<file path="src/rtl/fcad_pkg.sv">
// Shared types, constants and the elementary angle table for the atan2 degree pipeline.
package fcad_pkg;

  localparam int CORDIC_W = 64;   // vector datapath width
  localparam int ZFRAC    = 32;   // fraction bits of the angle accumulator
  localparam int Z_W      = 41;   // signed accumulator width, covers +/- 100 deg
  localparam int TAB_SIZE = 32;
  localparam int GUARD_TOP = 60;  // coordinates sit left-aligned below this bit

  typedef enum logic [1:0] {
    QUAD_I   = 2'd0,
    QUAD_II  = 2'd1,
    QUAD_III = 2'd2,
    QUAD_IV  = 2'd3
  } quad_t;

  typedef enum logic [2:0] {
    AXIS_NONE = 3'd0,
    AXIS_0    = 3'd1,   // positive x axis and the origin
    AXIS_90   = 3'd2,
    AXIS_180  = 3'd3,
    AXIS_270  = 3'd4
  } axis_t;

  typedef struct packed {
    axis_t axis;
    quad_t quad;
  } ctl_t;

  typedef struct packed {
    logic signed [CORDIC_W-1:0] cx;
    logic signed [CORDIC_W-1:0] cy;
    logic signed [Z_W-1:0]      z;
    ctl_t                       ctl;
  } cordic_t;

  // Restoring divide, elaboration only.
  function automatic logic [63:0] udiv64(input logic [63:0] a, input logic [63:0] b);
    logic [64:0] rem;
    logic [63:0] quo;
    rem = '0;
    quo = '0;
    for (int k = 63; k >= 0; k--) begin
      rem = {rem[63:0], a[k]};
      if (rem >= {1'b0, b}) begin
        rem = rem - {1'b0, b};
        quo[k] = 1'b1;
      end
    end
    return quo;
  endfunction

  // atan(1/n), 56 fraction bits, alternating Taylor sum
  function automatic logic [63:0] atan_recip(input logic [63:0] n);
    logic [63:0] pw;
    logic [63:0] n2;
    logic [63:0] sum;
    logic [63:0] term;
    pw  = udiv64(64'd1 << 56, n);
    n2  = n * n;
    sum = '0;
    for (int k = 0; k < 200; k++) begin
      if (pw != 64'd0) begin
        term = udiv64(pw, 64'(2 * k + 1));
        if (k[0])
          sum = sum - term;
        else
          sum = sum + term;
        pw = udiv64(pw, n2);
      end
    end
    return sum;
  endfunction

  // atan(2^-i) in degrees, 32 fraction bits, truncated
  function automatic logic [63:0] elem_angle(input int idx);
    logic [63:0] q;
    logic [63:0] num;
    logic [63:0] ip;
    logic [63:0] r;
    logic [63:0] fr;
    if (idx == 0)
      return 64'd45 << ZFRAC;
    q   = 64'd4 * atan_recip(64'd5) - atan_recip(64'd239);
    num = 64'd45 * atan_recip(64'd1 << idx);
    ip  = udiv64(num, q);
    r   = num - ip * q;
    fr  = '0;
    for (int b = 0; b < ZFRAC; b++) begin
      r  = r << 1;
      fr = fr << 1;
      if (r >= q) begin
        r  = r - q;
        fr = fr | 64'd1;
      end
    end
    return (ip << ZFRAC) | fr;
  endfunction

endpackage

</file>
<file path="src/rtl/fcad_front.sv">
// Input stage: special-case and quadrant classification, magnitudes into CORDIC format.
module fcad_front #(
  parameter int COORD_WIDTH = 24
) (
  input  logic                        clk,
  input  logic                        rst_n,
  input  logic                        in_valid,
  output logic                        in_ready,
  input  logic signed [COORD_WIDTH-1:0] x_i,
  input  logic signed [COORD_WIDTH-1:0] y_i,
  output logic                        out_valid,
  input  logic                        out_ready,
  output fcad_pkg::cordic_t           data_o
);

  localparam int GUARD = fcad_pkg::GUARD_TOP - COORD_WIDTH;

  logic                     valid_r;
  fcad_pkg::cordic_t        data_r;
  fcad_pkg::cordic_t        data_nxt;
  logic [COORD_WIDTH-1:0]   ax;
  logic [COORD_WIDTH-1:0]   ay;
  logic                     x_zero;
  logic                     y_zero;

  assign x_zero = (x_i == '0);
  assign y_zero = (y_i == '0);
  // -(most negative) wraps to 2^(W-1), which is the right unsigned magnitude
  assign ax = x_i[COORD_WIDTH-1] ? COORD_WIDTH'(-x_i) : COORD_WIDTH'(x_i);
  assign ay = y_i[COORD_WIDTH-1] ? COORD_WIDTH'(-y_i) : COORD_WIDTH'(y_i);

  always_comb begin
    data_nxt.cx = $signed(fcad_pkg::CORDIC_W'(ax) << GUARD);
    data_nxt.cy = $signed(fcad_pkg::CORDIC_W'(ay) << GUARD);
    data_nxt.z  = '0;
    if (x_zero && y_zero)
      data_nxt.ctl.axis = fcad_pkg::AXIS_0;
    else if (x_zero)
      data_nxt.ctl.axis = y_i[COORD_WIDTH-1] ? fcad_pkg::AXIS_270 : fcad_pkg::AXIS_90;
    else if (y_zero)
      data_nxt.ctl.axis = x_i[COORD_WIDTH-1] ? fcad_pkg::AXIS_180 : fcad_pkg::AXIS_0;
    else
      data_nxt.ctl.axis = fcad_pkg::AXIS_NONE;
    case ({x_i[COORD_WIDTH-1], y_i[COORD_WIDTH-1]})
      2'b00:   data_nxt.ctl.quad = fcad_pkg::QUAD_I;
      2'b10:   data_nxt.ctl.quad = fcad_pkg::QUAD_II;
      2'b11:   data_nxt.ctl.quad = fcad_pkg::QUAD_III;
      default: data_nxt.ctl.quad = fcad_pkg::QUAD_IV;
    endcase
  end

  assign in_ready = !valid_r || out_ready;

  always_ff @(posedge clk) begin
    if (!rst_n)
      valid_r <= 1'b0;
    else if (in_ready)
      valid_r <= in_valid;
  end

  always_ff @(posedge clk) begin
    if (in_ready && in_valid)
      data_r <= data_nxt;
  end

  assign out_valid = valid_r;
  assign data_o    = data_r;

endmodule

</file>
<file path="config.mk">
export PLATFORM = sky130hd
export DESIGN_NAME = fcad_front
export DESIGN_NICKNAME = d
export VERILOG_FILES = /design/src/rtl/fcad_pkg.sv /design/src/rtl/fcad_front.sv
export SDC_FILE = /design/constraint.sdc
export NUM_CORES = 1
export LEC_CHECK = 0
export BUFFER_PORTS_ARGS = -buffer_cell sky130_fd_sc_hd__buf_2
export CAP_MARGIN = 20
export CORE_MARGIN = 10
export CORE_UTILIZATION = 40
export DETAILED_ROUTE_END_ITERATION = 10
export MAX_ROUTING_LAYER = met4
export PLACE_DENSITY = 0.76
export SYNTH_ARGS = -nofsm -noshare
export SYNTH_HDL_FRONTEND = slang
export SYNTH_SLANG_ARGS = --single-unit
</file>
<file path="constraint.sdc">
create_clock -name clk -period 2.87 [get_ports clk]
set_input_delay 0.574 -clock clk [delete_from_list [all_inputs] [get_ports clk]]
set_output_delay 0.574 -clock clk [all_outputs]
set_load 0.02 [all_outputs]
</file>
# Word-level counts from Yosys, hierarchy flattened
# Index checks and enable logic that the tools add are counted.
dict set report word_totals {
  elab_cells 25
  input_bits 52
  output_inout_bits 176
  ff_bits 54
}
dict set report classes {
  n_mux 7
  n_eq_ne 2
  n_addsub 2
  n_reduce_logical 7
}
# cell n
set ops {}
lappend ops {{$logic_not 24->1} 2}
lappend ops {{$neg 24->24} 2}
lappend ops {{$mux 23} 2}
lappend ops {{$mux 3} 2}
lappend ops {{$pmux 2 s3} 1}
lappend ops {{$eq 2x2->1 const B} 2}
lappend ops {{$mux 2} 2}
lappend ops {{$logic_and 1x1->1} 2}
lappend ops {{$logic_not 2->1} 1}
lappend ops {{$logic_not 1->1} 1}
lappend ops {{$logic_or 1x1->1} 1}

# Depth between registers and ports, before layout
dict set report depth {
  word_depth 3
  depth_mapped 8
  ltp_nobuf 7
}

# Worst setup path after synthesis
# OpenSTA, ideal clock, no wires.
dict set report synth_path {
  path_type {in2reg}
  start {input x_i[5]}
  end {register data_r, in the netlist data_o[167] (data pin)}
  required_ns 2.612
  path_slack_ns 0.276
  setup_time_ns 0.258
  path_buffers 1
  path_stages 6
  t_arrival_ns 2.336
  path_cell_list {or4_4 or3_1 buf_2 or4_4 o31ai_4 xnor2_1}
}
dict set report synth_between {
  elab_chain_len 2
}
# element line_no
set synth_lines {}
lappend synth_lines {{from (decl)} fcad_front.sv:9} ;# input logic signed [COORD_WIDTH-1:0] x_i,
lappend synth_lines {{$neg 24->24} fcad_front.sv:29} ;# assign ax = x_i[COORD_WIDTH-1] ? COORD_WIDTH'(-x_i) : COORD_WIDTH'(x_i);
lappend synth_lines {{$mux 23} fcad_front.sv:29}
lappend synth_lines {{via ax[21]} fcad_front.sv:21} ;# logic [COORD_WIDTH-1:0] ax;
lappend synth_lines {{to (signal assigned)} fcad_front.sv:63} ;# data_r <= data_nxt;
lappend synth_lines {{to (decl)} fcad_front.sv:19} ;# fcad_pkg::cordic_t data_r;
# The timed path passes the listed nets, and every way through them passes these cells.
# A chain may end at the register's enable or synchronous reset.

# Worst setup path in the final report
dict set report layout_path {
  start {input x_i[15]}
  end {register data_r, in the netlist data_o[167] (data pin)}
}
# Same word-level chain as after synthesis.

==> summary.txt <==
Floorplan
  • Initial Util: 41.1%
  • Core area: 8720 µm²
  • Ports: 228
  • Area of the die: 13100 µm²
  • DIE WIDTH: 115 µm
  • Row count: 34
  • Die Ht: 115 µm

Worst setup path
  • Arrival time at the worst endpoint: 2440 ps
  • Worst Setup End Kind: flip-flop
  • Worst Path Max Fanout: 4
  • Kind of critical path: in -> reg
  • Crit start category: input pin
  • Worst Path Required: 2930 ps

Synth
  • Yosys top cell area share: 44.4%
  • Post-synth ARST share: 0%
  • Synth area leaders: edfxtp_1, buf_4, xnor2_1
  • Yosys warns: 0
  • Yosys reg bits: 54
  • Count leader, synth: buf_4
  • Average size of a mapped cell: 10.8 µm²
  • Most used DFF post-synth: edfxtp_1
  • Netlist Area Pre-Place: 3580 µm²
  • Post-synth EDFFs: 53
  • Register area share after synthesis: 45.0%
  • Leading cell types by count after synthesis: buf_4, edfxtp_1, xnor2_1, o21ai_0, nand2_1
  • Cells after synthesis: 331
  • Synth unique cells: 31
  • Cell taking the most area after synthesis: edfxtp_1

Clock tree
  • Clk_lat worst skew: 300 ps
  • CTS Hold Bufs: 0
  • Max Root-Sink Buffers: 2
  • Resized cells post-CTS: 0
  • Clock sink count: 54
  • Clock Pin Slew Worst Setup and Hold Paths: 100 ps
  • Post-CTS setup buffer count: 0
  • H-tree depth: 2
  • Clock buffer count from CTS: 5
  • Root buffer cell: clkbuf_8
  • CTS tree: built

Worst hold path
  • Worst min path class: in -> reg

Detailed routing
  • Routed Antenna Nets: 0
  • TritonRoute pass-1 iters: 4
  • DR vias/cell: 4.25
  • Routed wire length: 8570 µm
  • Drt initial violations: 113
  • Vias post-DR: 2330
  • Wire per inst: 15.6 µm
  • Remaining DRCs: 0

Global routing
  • Number of global-route vias before repair: 2643
  • Total GRT Usage: 12.0%
  • Met3 usage: 3.56%
  • M1 GR Usage: 12.7%
  • GR Layer Usage met2: 21.3%
  • Initial antenna violation count: 1
  • GR peak layer: met2
  • First-pass GRT wire length: 12600 µm
  • Largest net degree at the start of global routing: 54
  • GR Overflow Total: 0

Timing
  • Final setup violation count: 0
  • Slew Limit Fails: 0
  • Final worst setup slack: 489 ps
  • Max-slew headroom: 54.4%
  • RSZ-0062 raised after global routing: false
  • Period utilization: 83.0%
  • TNS Setup: 0 ps
  • Max Clock Freq: 420 MHz
  • Worst-margin pin slew: 684 ps
  • Final Skew: 2.34 ps
  • Final Critical Period: 2380 ps
  • Final Hold Viols: 0

Finish
  • Fill count: 832
  • Area growth, synth to finish: 8.03%
  • Final instance area: 3870 µm²
  • Nets@finish: 494
  • Layout cell share with drive strength beyond 1: 28.5%

Run status
  • Status: finished clean

Place
  • Post-Place Setup Slack: 172 ps
  • Placed inst area: 3780 µm²
  • IO buf count: 106
  • Placer Congestion: 0.802
  • Post-DP HPWL: 7150 µm

Power and ir drop
  • Peak supply drop: 194 µV
  • Pleak: 1.68 nW
  • PD cells: 478 nW/µm²

Job
  • MaxCap Viol Count: 0
[sequential cells by signal, summed over array words and instances (netlist names)]
name and cells:
data_o 53, out_valid 1
[path summary, 6_finish.rpt]
| kind | from | end | slack [ps] | cells after the start |
|---|---|---|---|---|
| setup reg to reg | out_valid | data_o[153] | 1360 | 3 |
| hold / removal | y_i[0] | data_o[82] | 480 | 1 |
| hold reg to reg | out_valid | out_valid | 570 | 2 |
| setup / recovery | x_i[15] | data_o[167] | 490 | 6 |
[power by group]
part           switching (W)  internal, W
clock               0.000245     0.000168
combinational       0.000356     0.000122
sequential         0.0000138     0.000945
[critical path: stages]
cell	delay, ps
buf_2	110
or4_1	600
or3_1	410
or4_4	460
o31ai_4	190
xnor2_1	100
[cells in the final DEF (no fill, tap or decap), types with 2 or more instances in the layout]
cell type	instances
nor4_1	3
or4_4	2
nand2_1	14
o21ai_0	15
o31ai_1	11
edfxtp_1	53
inv_1	7
conb_1	121
buf_2	106
nand3_1	2
buf_4	3
o41ai_1	7
nand2b_1	5
clkbuf_8	5
a21oi_1	2
or4_1	6
or2_2	4
or3_1	8
ha_1	4
nor2_1	8
xnor2_1	41
[routing by layer]
metal	part of all wire, %	wire length (µm)	up-vias
met2	52	4460	136
met4	0.96	82	0
met3	8.6	740	4
met5	0	0	-
li1	-	-	1113
met1	38	3290	1077
[through the flow]
step / power, W / util [%] / hold slack, ps / cells
after floorplan: 0.00143 / - / 673 / 451
after global placement: 0.00143 / 43.4 / 560 / 539
after detailed placement: 0.00145 / 43.4 / 585 / 539
after CTS: 0.00185 / 44.3 / 474 / 547
after global routing: 0.00194 / 44.4 / 473 / 548
final: 0.00185 / 44.4 / 478 / 548
[cell families (layout without fill, tap and decap cells)]
kind of cell	count (synthesis)	after routing	share of synthesized area [%]
other	1	122	0.105
adder cells (fa/ha/maj)	4	4	1.40
AND/OR/NAND/NOR	57	57	9.08
XOR/XNOR	42	42	10.3
flip-flops	54	54	45.0
buffers and inverters	136	124	27.0
AO/OA/AOI/OAI	37	37	7.20
[layout make-up]
| type | count | area, µm² | area share (%) |
|---|---|---|---|
| Antenna cell | 1 | 2.50 | 0.0647 |
| Sequential cell | 54 | 1610 | 41.6 |
| Inverter | 7 | 26.3 | 0.679 |
| Timing Repair Buffer | 109 | 553 | 14.3 |
| Tap cell | 108 | 135 | 3.49 |
| Multi-Input combinational cell | 261 | 1460 | 37.6 |
| Clock inverter | 3 | 16.3 | 0.420 |
| Clock buffer | 5 | 68.8 | 1.78 |
Power figures use the tool's default switching activity.
