File: config.mk
export PLATFORM = sky130hd
export DESIGN_NAME = fcad_back
export DESIGN_NICKNAME = d
export VERILOG_FILES = /design/src/rtl/fcad_pkg.sv /design/src/rtl/fcad_back.sv
export SDC_FILE = /design/constraint.sdc
export NUM_CORES = 1
export LEC_CHECK = 0
export BUFFER_PORTS_ARGS = -buffer_cell sky130_fd_sc_hd__buf_2
export CAP_MARGIN = 30
export CORE_UTILIZATION = 44
export DETAILED_ROUTE_END_ITERATION = 10
export GPL_ROUTABILITY_DRIVEN = 0
export PLACE_DENSITY = 0.81
export REMOVE_ABC_BUFFERS = 1
export SLEW_MARGIN = 20
export SYNTH_ARGS = -nofsm -noshare
export SYNTH_HDL_FRONTEND = slang
export SYNTH_SLANG_ARGS = --single-unit
File: constraint.sdc
create_clock -name clk -period 3.2 [get_ports clk]
set_clock_uncertainty 0.1 [all_clocks]
set_input_delay 0.16 -clock clk [delete_from_list [all_inputs] [get_ports clk]]
set_output_delay 0.16 -clock clk [all_outputs]
set_load 0.03 [all_outputs]
File: src/rtl/fcad_pkg.sv
// Shared types, constants and the elementary angle table for the atan2 degree pipeline.
package fcad_pkg;

  localparam int CORDIC_W = 64;   // vector datapath width
  localparam int ZFRAC    = 32;   // fraction bits of the angle accumulator
  localparam int Z_W      = 41;   // signed accumulator width, covers +/- 100 deg
  localparam int TAB_SIZE = 32;
  localparam int GUARD_TOP = 60;  // coordinates sit left-aligned below this bit

  typedef enum logic [1:0] {
    QUAD_I   = 2'd0,
    QUAD_II  = 2'd1,
    QUAD_III = 2'd2,
    QUAD_IV  = 2'd3
  } quad_t;

  typedef enum logic [2:0] {
    AXIS_NONE = 3'd0,
    AXIS_0    = 3'd1,   // positive x axis and the origin
    AXIS_90   = 3'd2,
    AXIS_180  = 3'd3,
    AXIS_270  = 3'd4
  } axis_t;

  typedef struct packed {
    axis_t axis;
    quad_t quad;
  } ctl_t;

  typedef struct packed {
    logic signed [CORDIC_W-1:0] cx;
    logic signed [CORDIC_W-1:0] cy;
    logic signed [Z_W-1:0]      z;
    ctl_t                       ctl;
  } cordic_t;

  // Restoring divide, elaboration only.
  function automatic logic [63:0] udiv64(input logic [63:0] a, input logic [63:0] b);
    logic [64:0] rem;
    logic [63:0] quo;
    rem = '0;
    quo = '0;
    for (int k = 63; k >= 0; k--) begin
      rem = {rem[63:0], a[k]};
      if (rem >= {1'b0, b}) begin
        rem = rem - {1'b0, b};
        quo[k] = 1'b1;
      end
    end
    return quo;
  endfunction

  // atan(1/n), 56 fraction bits, alternating Taylor sum
  function automatic logic [63:0] atan_recip(input logic [63:0] n);
    logic [63:0] pw;
    logic [63:0] n2;
    logic [63:0] sum;
    logic [63:0] term;
    pw  = udiv64(64'd1 << 56, n);
    n2  = n * n;
    sum = '0;
    for (int k = 0; k < 200; k++) begin
      if (pw != 64'd0) begin
        term = udiv64(pw, 64'(2 * k + 1));
        if (k[0])
          sum = sum - term;
        else
          sum = sum + term;
        pw = udiv64(pw, n2);
      end
    end
    return sum;
  endfunction

  // atan(2^-i) in degrees, 32 fraction bits, truncated
  function automatic logic [63:0] elem_angle(input int idx);
    logic [63:0] q;
    logic [63:0] num;
    logic [63:0] ip;
    logic [63:0] r;
    logic [63:0] fr;
    if (idx == 0)
      return 64'd45 << ZFRAC;
    q   = 64'd4 * atan_recip(64'd5) - atan_recip(64'd239);
    num = 64'd45 * atan_recip(64'd1 << idx);
    ip  = udiv64(num, q);
    r   = num - ip * q;
    fr  = '0;
    for (int b = 0; b < ZFRAC; b++) begin
      r  = r << 1;
      fr = fr << 1;
      if (r >= q) begin
        r  = r - q;
        fr = fr | 64'd1;
      end
    end
    return (ip << ZFRAC) | fr;
  endfunction

endpackage

File: src/rtl/fcad_back.sv
// Output stages: clamp and round the angle, then place it by quadrant or axis.
module fcad_back #(
  parameter int ANGLE_FRAC_BITS = 16
) (
  input  logic                         clk,
  input  logic                         rst_n,
  input  logic                         in_valid,
  output logic                         in_ready,
  input  fcad_pkg::cordic_t            data_i,
  output logic                         out_valid,
  input  logic                         out_ready,
  output logic [ANGLE_FRAC_BITS+8:0]   angle_o
);

  localparam int F     = ANGLE_FRAC_BITS;
  localparam int OUT_W = F + 9;
  localparam int PHI_W = F + 7;
  localparam int ZU_W  = fcad_pkg::ZFRAC + 8;   // 0..90 deg plus rounding carry
  localparam logic signed [fcad_pkg::Z_W-1:0] ZMAX =
    fcad_pkg::Z_W'(90) <<< fcad_pkg::ZFRAC;
  localparam logic [ZU_W-1:0] RND = ZU_W'(1) << (fcad_pkg::ZFRAC - 1 - F);
  localparam logic [OUT_W-1:0] DEG_90  = OUT_W'(90)  << F;
  localparam logic [OUT_W-1:0] DEG_180 = OUT_W'(180) << F;
  localparam logic [OUT_W-1:0] DEG_270 = OUT_W'(270) << F;
  localparam logic [OUT_W-1:0] DEG_360 = OUT_W'(360) << F;

  // stage A: clamp and round
  logic                  valid_a_r;
  logic                  ready_a;
  logic [PHI_W-1:0]      phi_a_r;
  logic [PHI_W-1:0]      phi_a_nxt;
  fcad_pkg::ctl_t        ctl_a_r;
  logic [ZU_W-1:0]       z_clamp;
  logic [ZU_W-1:0]       z_rnd;

  // stage B: placement, doubles as output register
  logic                  valid_b_r;
  logic                  ready_b;
  logic [OUT_W-1:0]      angle_b_r;
  logic [OUT_W-1:0]      angle_b_nxt;
  logic [OUT_W-1:0]      phi_ext;

  always_comb begin
    if (data_i.z < 0)
      z_clamp = '0;
    else if (data_i.z > ZMAX)
      z_clamp = ZU_W'(ZMAX);
    else
      z_clamp = ZU_W'(data_i.z);
    z_rnd     = z_clamp + RND;
    phi_a_nxt = z_rnd[fcad_pkg::ZFRAC-F +: PHI_W];
  end

  assign ready_a  = !valid_a_r || ready_b;
  assign in_ready = ready_a;

  always_ff @(posedge clk) begin
    if (!rst_n)
      valid_a_r <= 1'b0;
    else if (ready_a)
      valid_a_r <= in_valid;
  end

  always_ff @(posedge clk) begin
    if (ready_a && in_valid) begin
      phi_a_r <= phi_a_nxt;
      ctl_a_r <= data_i.ctl;
    end
  end

  assign phi_ext = OUT_W'(phi_a_r);

  always_comb begin
    case (ctl_a_r.axis)
      fcad_pkg::AXIS_0:   angle_b_nxt = '0;
      fcad_pkg::AXIS_90:  angle_b_nxt = DEG_90;
      fcad_pkg::AXIS_180: angle_b_nxt = DEG_180;
      fcad_pkg::AXIS_270: angle_b_nxt = DEG_270;
      default: begin
        case (ctl_a_r.quad)
          fcad_pkg::QUAD_I:   angle_b_nxt = phi_ext;
          fcad_pkg::QUAD_II:  angle_b_nxt = DEG_180 - phi_ext;
          fcad_pkg::QUAD_III: angle_b_nxt = DEG_180 + phi_ext;
          default: begin
            // a zero angle below the x axis lands on 360 and wraps
            angle_b_nxt = (phi_ext == '0) ? '0 : DEG_360 - phi_ext;
          end
        endcase
      end
    endcase
  end

  assign ready_b = !valid_b_r || out_ready;

  always_ff @(posedge clk) begin
    if (!rst_n)
      valid_b_r <= 1'b0;
    else if (ready_b)
      valid_b_r <= valid_a_r;
  end

  always_ff @(posedge clk) begin
    if (ready_b && valid_a_r)
      angle_b_r <= angle_b_nxt;
  end

  assign out_valid = valid_b_r;
  assign angle_o   = angle_b_r;

endmodule

## Word level (Yosys, flattened, before mapping)

Index checks and enable logic that the tools add are counted.

| operators by class | value |
|---|---|
| $add $sub $neg | 4 |
| eq/ne operators | 6 |
| $lt $le $gt $ge | 2 |
| reduce and logical (&&, ||, !) cells | 8 |
| mux-type cells | 5 |

Operators with widths:

| cell | count |
|---|---|
| 25-bit one-hot mux with 4 select lines | 1 |
| 39-bit two-way mux | 2 |
| 25-bit one-hot mux with 3 select lines | 1 |
| 41-bit by 40-bit > comparator with 1-bit output (second input constant) | 1 |
| 41-bit by 1-bit less-than comparator with 1-bit output (second input constant) | 1 |
| 39-bit by 16-bit adder with 39-bit output (second input constant) | 1 |
| 24-bit by 23-bit adder with 25-bit output (first input constant) | 1 |
| 25-bit zero test | 1 |
| 25-bit two-way mux | 1 |
| 24-bit by 23-bit subtractor with 25-bit output (first input constant) | 1 |
| 25-bit by 23-bit subtractor with 25-bit output (first input constant) | 1 |
| 3-bit by 2-bit == test with 1-bit output (second input constant) | 2 |
| 3-bit by 1-bit == test with 1-bit output (second input constant) | 1 |
| 3-bit == test (second input constant) | 1 |
| 2-bit by 1-bit == test with 1-bit output (second input constant) | 1 |
| 2-bit == test (second input constant) | 1 |
| 1-bit logical AND | 2 |
| 1-bit zero test | 2 |
| 2-bit zero test | 1 |
| 1-bit logical OR | 2 |

| word-level totals | value |
|---|---|
| logic and storage cells | 31 |
| output and inout port bits | 27 |
| register bits after elaboration | 55 |
| input bits | 178 |

## Longest topological paths before layout

Gate-level depths: netlist of the first run.

| depth | value |
|---|---|
| word-level depth | 4 |
| mapped depth | 13 |
| gate-level depth less buffers | 13 |

## Worst setup path before layout of the first run

OpenSTA, ideal clock, no wires.

| timing path | value |
|---|---|
| path type | input port to flip-flop |
| start | input data_i[15] (netlist bit) |
| end | register phi_a_r[21], data pin |
| data required time | 2950 ps |
| cell stages on the path | 10 |
| path slack | 306 ps |
| path buffers | 0 |
| arrival | 2644 ps |
| cell sequence | nor4_1 -> nand4_1 -> o31ai_1 -> and3_1 -> ha_1 -> nand3_1 -> nor3b_1 -> nand3_1 -> or3_1 -> a21oi_1 |

| on the way | value |
|---|---|
| word-level cells in the longest chain between the ends | 4 |

RTL lines:

| element | line | RTL |
|---|---|---|
| from (decl) | fcad_back.sv:9 | `input fcad_pkg::cordic_t data_i,` |
| 41-bit by 40-bit > comparator with 1-bit output | fcad_back.sv:46 | `else if (data_i.z > ZMAX)` |
| 39-bit two-way mux | fcad_back.sv:46 |  |
| 39-bit two-way mux * | fcad_back.sv:44 | `if (data_i.z < 0)` |
| 39-bit by 16-bit adder with 39-bit output * | fcad_back.sv:50 | `z_rnd = z_clamp + RND;` |
| via z_rnd[37] | fcad_back.sv:34 | `logic [ZU_W-1:0] z_rnd;` |
| to (signal assigned) | fcad_back.sv:66 | `phi_a_r <= phi_a_nxt;` |
| to (decl) | fcad_back.sv:30 | `logic [PHI_W-1:0] phi_a_r;` |

Mark *: on every way through the listed nets, which the timed path passes. The rest lies on a longest branch.
A chain may end at the register's enable or synchronous reset.

## Worst setup path in the final report of the first run

| timing path | value |
|---|---|
| start | register phi_a_r[10] |
| end | register angle_b_r[19], in the netlist angle_o[19], data pin |

| on the way | value |
|---|---|
| word-level cells in the longest chain between the ends | 4 |

RTL lines:

| element | line | RTL |
|---|---|---|
| 25-bit by 23-bit subtractor with 25-bit output or 25-bit zero test (tied branches) | fcad_back.sv:86 | `angle_b_nxt = (phi_ext == '0) ? '0 : DEG_360 - phi_ext;` |
| 25-bit two-way mux | fcad_back.sv:86 |  |
| 25-bit one-hot mux with 3 select lines * | fcad_back.sv:80 | `case (ctl_a_r.quad)` |
| 25-bit one-hot mux with 4 select lines * | fcad_back.sv:74 | `case (ctl_a_r.axis)` |
| via angle_b_nxt[19] | fcad_back.sv:40 | `logic [OUT_W-1:0] angle_b_nxt;` |
| to (signal assigned) | fcad_back.sv:104 | `angle_b_r <= angle_b_nxt;` |
| to (decl) | fcad_back.sv:39 | `logic [OUT_W-1:0] angle_b_r;` |

Marked as above.

==> metrics, run 1 <==
post-synthesis adder-cell area fraction=2.14%; initial antenna violation count=0; Post-synth top cells=53 x edfxtp_1, 53 x nor2_1, 29 x xor2_1; die height=~91 um; asr flop ratio synth=0%; # Max-Cap Violations=0; Yosys reg bits=55; placed wire-length estimate=5460 um; Final WS setup=about 260 ps; synth unique cells=62; LEAKAGE=1.61 nW; GRT busiest layer=met2; Starting Density=45.4%; fin nets=621; clk sink count=55; I/O pin count=205; met3 Use GR=2.85%; DRT Wirelength=7130 um; Critical Path Fanout Max=6; PD cells=approximately 410 nW/um^2; crit path time final=between 2000 and 3000 ps; routing usage on met2=between 30% and 40%; TritonCTS Buffers=5; setup bufs post-CTS=0; Final Setup Violations=0; clock latency on the worst-skew pair=310 ps; failing checks=design-rule violations; die area=around 8300 sq um; deepest clock path buffer count=2; Starting DRT DRC Count=about 280; setup TNS=0 ps; ANT nets after route=0; Area growth syn-to-layout=19.5%; vias in the first global route=between 2000 and 3000; root buffer cell=clkbuf_8; Post-synth EDFFs=53; Fin. Hold Viols=0; WP data arrival=~2900 ps; Rel. slew slack=a little under two thirds; required time of the worst setup path=~3200 ps; grt ovf=0; Synth Area in Compound Gates=about an eighth; post-synth design cell area=~3500 sq um; largest family of logic cells by synthesized area=simple AND/OR/NAND/NOR gates; layout cells sized above 1=between 20% and 30%; area leader, netlist=edfxtp_1; crit path kind=reg -> reg; Synth area leaders=edfxtp_1 45%, xor2_1 7.2%, nor2_1 5.7%, xnor2_1 3.5%, nand3_1 2.9%; met1 GRT Util=between 20% and 30%; Synth Area in Simple Gates=roughly 24%; Yosys Warn Count=0; via count=approximately 3000; TritonCTS clock tree=built; HP Class=in -> reg; Post-Syn Instances=around 350; Max IR drop VDD=a little under 0.2 mV; Synth top area share=45.4%; register area share after synthesis=between 40% and 50%; Placeable Area=roughly 7700 sq um; Synth Area in XOR/XNOR=between 10% and 20%; GR Util All Layers=18.0%; mux cell area share after synthesis=less than 1%; RSZ-0062 raised after global routing=no; most common flop cell mapped by yosys=edfxtp_1; Synth Area per Inst=between 9 and 10 sq um; drt pass-1 iters=9; Routed WL per cell=around 13 um; post-DR vias/cell=around 5.5; # diodes=0; H-tree level count=2; DRC=1; row count=32; Die Span X=91.2 um; fin crit share=92.0%; pre-CTS setup slack=slightly above 200 ps; outcome=complete, but fails checks; largest net degree at the start of global routing=35; IO buf count=76; Slew Viols, Final=0; crit path launch type=register; f_max=~340 MHz; Reg clk slew, reported paths=90 ps; crit path capture type=register; first-pass GRT wire length=about 12000 um; Worst Tran Pin Value=540 ps
## sequential cells by signal, indices dropped and copies added (netlist names)
register and flops:
valid_a_r 1, ctl_a_r 5, angle_o 25, phi_a_r 23, out_valid 1
## report_power, final
| group | switching [mW] | internal [mW] |
|---|---|---|
| combinational | 0.190 | 0.128 |
| sequential | 0.0395 | 0.846 |
| clock | 0.218 | 0.312 |
## cell families (layout without fill, tap and decap cells)
family / count (synthesis) / after routing
AOI/OAI and AO/OA: 62 / 62
xor gates and xnor gates: 43 / 43
adders and majority gates: 6 / 6
buffers and inverters: 21 / 107
DFF: 55 / 55
muxes: 2 / 2
and+or+nand+nor: 163 / 163
## stage by stage
| step | instances | util, % | total power, mW | instance area [sq um] | hold slack [ps] |
|---|---|---|---|---|---|
| CTS | 539 | 54.0 | 1.74 | 4170 | 12.7 |
| floorplan | 341 | - | 1.10 | 3420 | 159 |
| detailed placement | 525 | 51.4 | 1.21 | 3980 | 238 |
| global route | 540 | 54.2 | 1.81 | 4190 | 2.32 |
| global placement | 525 | 51.4 | 1.20 | 3980 | 237 |
| finish | 540 | 54.2 | 1.73 | 4190 | 9.88 |
## final timing paths
check,from,end,slack (ps),cells after the start
worst min-delay path,in_valid,valid_a_r,10,3
worst max register to register,phi_a_r[10],angle_o[19],260,6
worst min register to register,valid_a_r,out_valid,440,1
worst max-delay path,phi_a_r[10],angle_o[19],260,6
## worst max-delay path: stages, from the launching register on
cell	delay, ps
edfxtp_1	470
or4_4	590
or3_4	380
or4_4	590
a31oi_1	290
o22ai_1	130
and3_1	160
## cell usage in the layout, fill, tap and decap left out, types with 2 or more instances in the layout
cell,instances
and4_1,2
and2_1,5
dfxtp_1,2
or3_1,2
inv_1,9
nand3_1,20
and3_1,8
buf_2,76
nor4b_1,2
clkbuf_8,5
or2_2,2
buf_4,6
edfxtp_1,53
bufinv_16,2
or4_4,2
o21a_1,3
nor2_1,53
o211ai_1,4
a21oi_1,9
nor4_1,7
o21ai_0,18
nand2_1,26
a31oi_1,3
o311ai_0,2
nor3b_1,2
ha_1,6
dlygate4sd3_1,6
nor2b_1,3
xnor2_1,14
xor2_1,29
nor3_1,7
nand4_1,8
nand2b_1,4
o31ai_1,6
mux2i_1,2
## what timing repair did
| action | 4_1_cts | 5_1_grt |
|---|---|---|
| hold buffers | 6 | 0 |
| endpoints found under the hold margin | 7 | 0 |
| gates resized for setup | 0 | 0 |
## area by class of cell
cell class,instances,area (sq um)
fillers,688,3540
multi-input cells,276,1750
flip-flops and latches,55,1630
repair buffers,89,500
well taps,102,128
clock buffers,5,68.8
clock inverters,3,67.6
inverters,10,37.5
## routing by layer
| layer | vias to the layer above | wire [um] |
|---|---|---|
| met5 | - | 0 |
| met4 | 0 | 136 |
| met3 | 14 | 396 |
| met2 | 123 | 3500 |
| met1 | 1349 | 3100 |
| li1 | 1470 | - |
(Power assumes the default switching activity.)
==> run 2: changes to the inputs <==
==> constraint.sdc (replaced) <==
create_clock -name clk -period 2.75 [get_ports clk]
set_clock_uncertainty 0.1 [all_clocks]
set_input_delay 0.1375 -clock clk [delete_from_list [all_inputs] [get_ports clk]]
set_output_delay 0.1375 -clock clk [all_outputs]
set_load 0.03 [all_outputs]
==> run 2 against run 1 <==
The run still ends with design-rule violations left. Largest power group unchanged. Worst setup slack got worse by 240 ps. Power increased by 15%. First-iteration DRC count down 27%. Global-route usage grew 0.65 points. Fmax up 7.7%. Highest routed layer unchanged. Sequential power grew 15%. Sequential share of layout area down 3.3 points. Utilization increased by 5.0 points. Register-to-register slack worse by 240 ps. Routed wire length increased by 7.6%. Via count grew 6.1%.
==> metrics, run 2 (synthesized netlist as in run 1, its figures left out) <==
# Max-Cap Violations=0; reg2reg setup slack=around 18 ps; Slew Viols, Final=0; pre-CTS setup slack=-177 ps; clock latency on the worst-skew pair=310 ps; via count=roughly 3100; LEAKAGE=~1.8 nW; RSZ-0062 raised after global routing=yes; PD cells=437 nW/um^2; first-pass GRT wire length=12600 um; Rel. slew slack=about two thirds; max FFs per register=25; largest net degree at the start of global routing=26; Highest Signal Layer=met4; hold endpoint=valid_a_r; drt pass-1 iters=8; Placed Area=~4300 sq um; Sequential Power Share=between 50% and 60%; I/O pin count=slightly above 200; required time of the worst setup path=roughly 2700 ps; TritonCTS clock tree=built; root buffer cell=clkbuf_8; Worst Tran Pin Value=489 ps; vias in the first global route=~2900; Switch Pwr=~0.54 mW; Reg clk slew, reported paths=roughly 100 ps; die area=approximately 8300 sq um; ANT nets after route=0; met3 routed wirelength=between 400 and 500 um; Starting Density=approximately 45%; post-DR vias/cell=between 5 and 6; HP Class=in -> reg; layout cells sized above 1=between 30% and 40%; TritonCTS Buffers=5; Critical Path Fanout Max=4; Hold Path Cell Cnt=3; crit path launch type=register; beginning of the worst hold path=in_valid; die height=91.2 um; DRC=2; crit path capture type=register; WP data arrival=approximately 2700 ps; Final Setup Violations=0; critical register-to-register path endpoint=angle_o[22]; failing checks=design-rule violations; fin nets=between 600 and 700; Hold WS=6.34 ps; Critical R2R Launch=phi_a_r[10]; grt ovf=0; Routed WL per cell=approximately 13 um; Max IR drop VDD=approximately 0.2 mV; fillers=roughly 640; metal1 wirelength=slightly above 3000 um; Placeable Area=around 7700 sq um; Internal=1.45 mW; Final WS setup=roughly 18 ps; path depth of the worst reg2reg path=7; switching share of total power=a little over a quarter; initial antenna violation count=0; Starting DRT DRC Count=about 210; H-tree level count=2; IO buf count=76; clock power share=a little over a quarter; clk sink count=55; Fin. Hold Viols=0; # diodes=0; crit path kind=reg -> reg; row count=32; placed wire-length estimate=5890 um; met2 wire len=roughly 3800 um; f_max=~370 MHz; DRT Wirelength=around 7700 um; GR Util All Layers=between 10% and 20%; crit path time final=around 2700 ps; combinational share of power=~22%; Final Util=59.1%; fin crit share=between 90 and 100%; Die Span X=~90 um; fin area=between 4000 and 5000 sq um; most common cell after layout, fill and taps aside=buf_2; outcome=complete, but fails checks; most frequent cells in the layout=76 x buf_2, 53 x edfxtp_1, 52 x nor2_1, 49 x buf_4, 29 x xor2_1; deepest clock path buffer count=2; Area growth syn-to-layout=30.4%
-- run 2: metrics by stage --
step                      cells  TNS [ps]  power [mW]
final                       584         0        2.00
after global routing        584      -807        2.08
after CTS                   582         0        2.00
after detailed placement    567      -999        1.45
after global placement      566      -467        1.44
after floorplan             341      -295        1.28
-- run 2: worst max path at each step --
stage	endpoint	from	cells after the start	slack [ps]
final	angle_o[22]	phi_a_r[10]	7	20
after global placement	phi_a_r[9]	data_i[25]	13	-130
after global routing	angle_o[22]	phi_a_r[10]	7	-60
after CTS	angle_o[17]	phi_a_r[19]	8	10
after detailed placement	phi_a_r[9]	data_i[25]	13	-180
after floorplan	phi_a_r[21]	data_i[15]	10	-130
-- run 2: cell type report --
class / instances / area (sq um) / area share [%]
Sequential cell: 55 / 1630 / 35.7
Inverter: 10 / 37.5 / 0.821
Clock buffer: 5 / 68.8 / 1.51
Multi-Input combinational cell: 276 / 1810 / 39.7
Tap cell: 102 / 128 / 2.79
Clock inverter: 3 / 47.5 / 1.04
Timing Repair Buffer: 133 / 843 / 18.5
-- run 2: per-layer routing --
layer | track usage (%) | vias to the layer above
li1 | - | 1558
met1 | 21.0 | 1402
met5 | 0 | -
met2 | 34.3 | 146
met4 | 9.26 | 0
met3 | 2.68 | 31
-- run 2: worst max-delay path: stages, from the launching register on --
cell,delay (ps)
edfxtp_1,410
or4_4,570
nor3_2,230
a41oi_2,240
a311o_1,400
a41o_1,240
a31oi_1,190
a211oi_1,80
-- run 2: repair_timing --
item,CTS,global route
setup buffers,1,2
gates resized for setup,5,9
hold endpoints to repair,7,0
hold buffers,6,0
pin swaps,1,5
endpoints found under the setup margin,5,12
cloned,0,0
-- run 2: power groups by stage --
| stage | logic (mW) | registers (mW) | clock network, mW |
|---|---|---|---|
| 4_1_cts | 0.429 | 1.02 | 0.548 |
| 3_3_place_gp | 0.400 | 1.04 | 0 |
| 2_1_floorplan | 0.184 | 1.09 | 0 |
| 5_1_grt | 0.480 | 1.03 | 0.574 |
| 6_report | 0.439 | 1.02 | 0.536 |
| 3_5_place_dp | 0.416 | 1.04 | 0 |
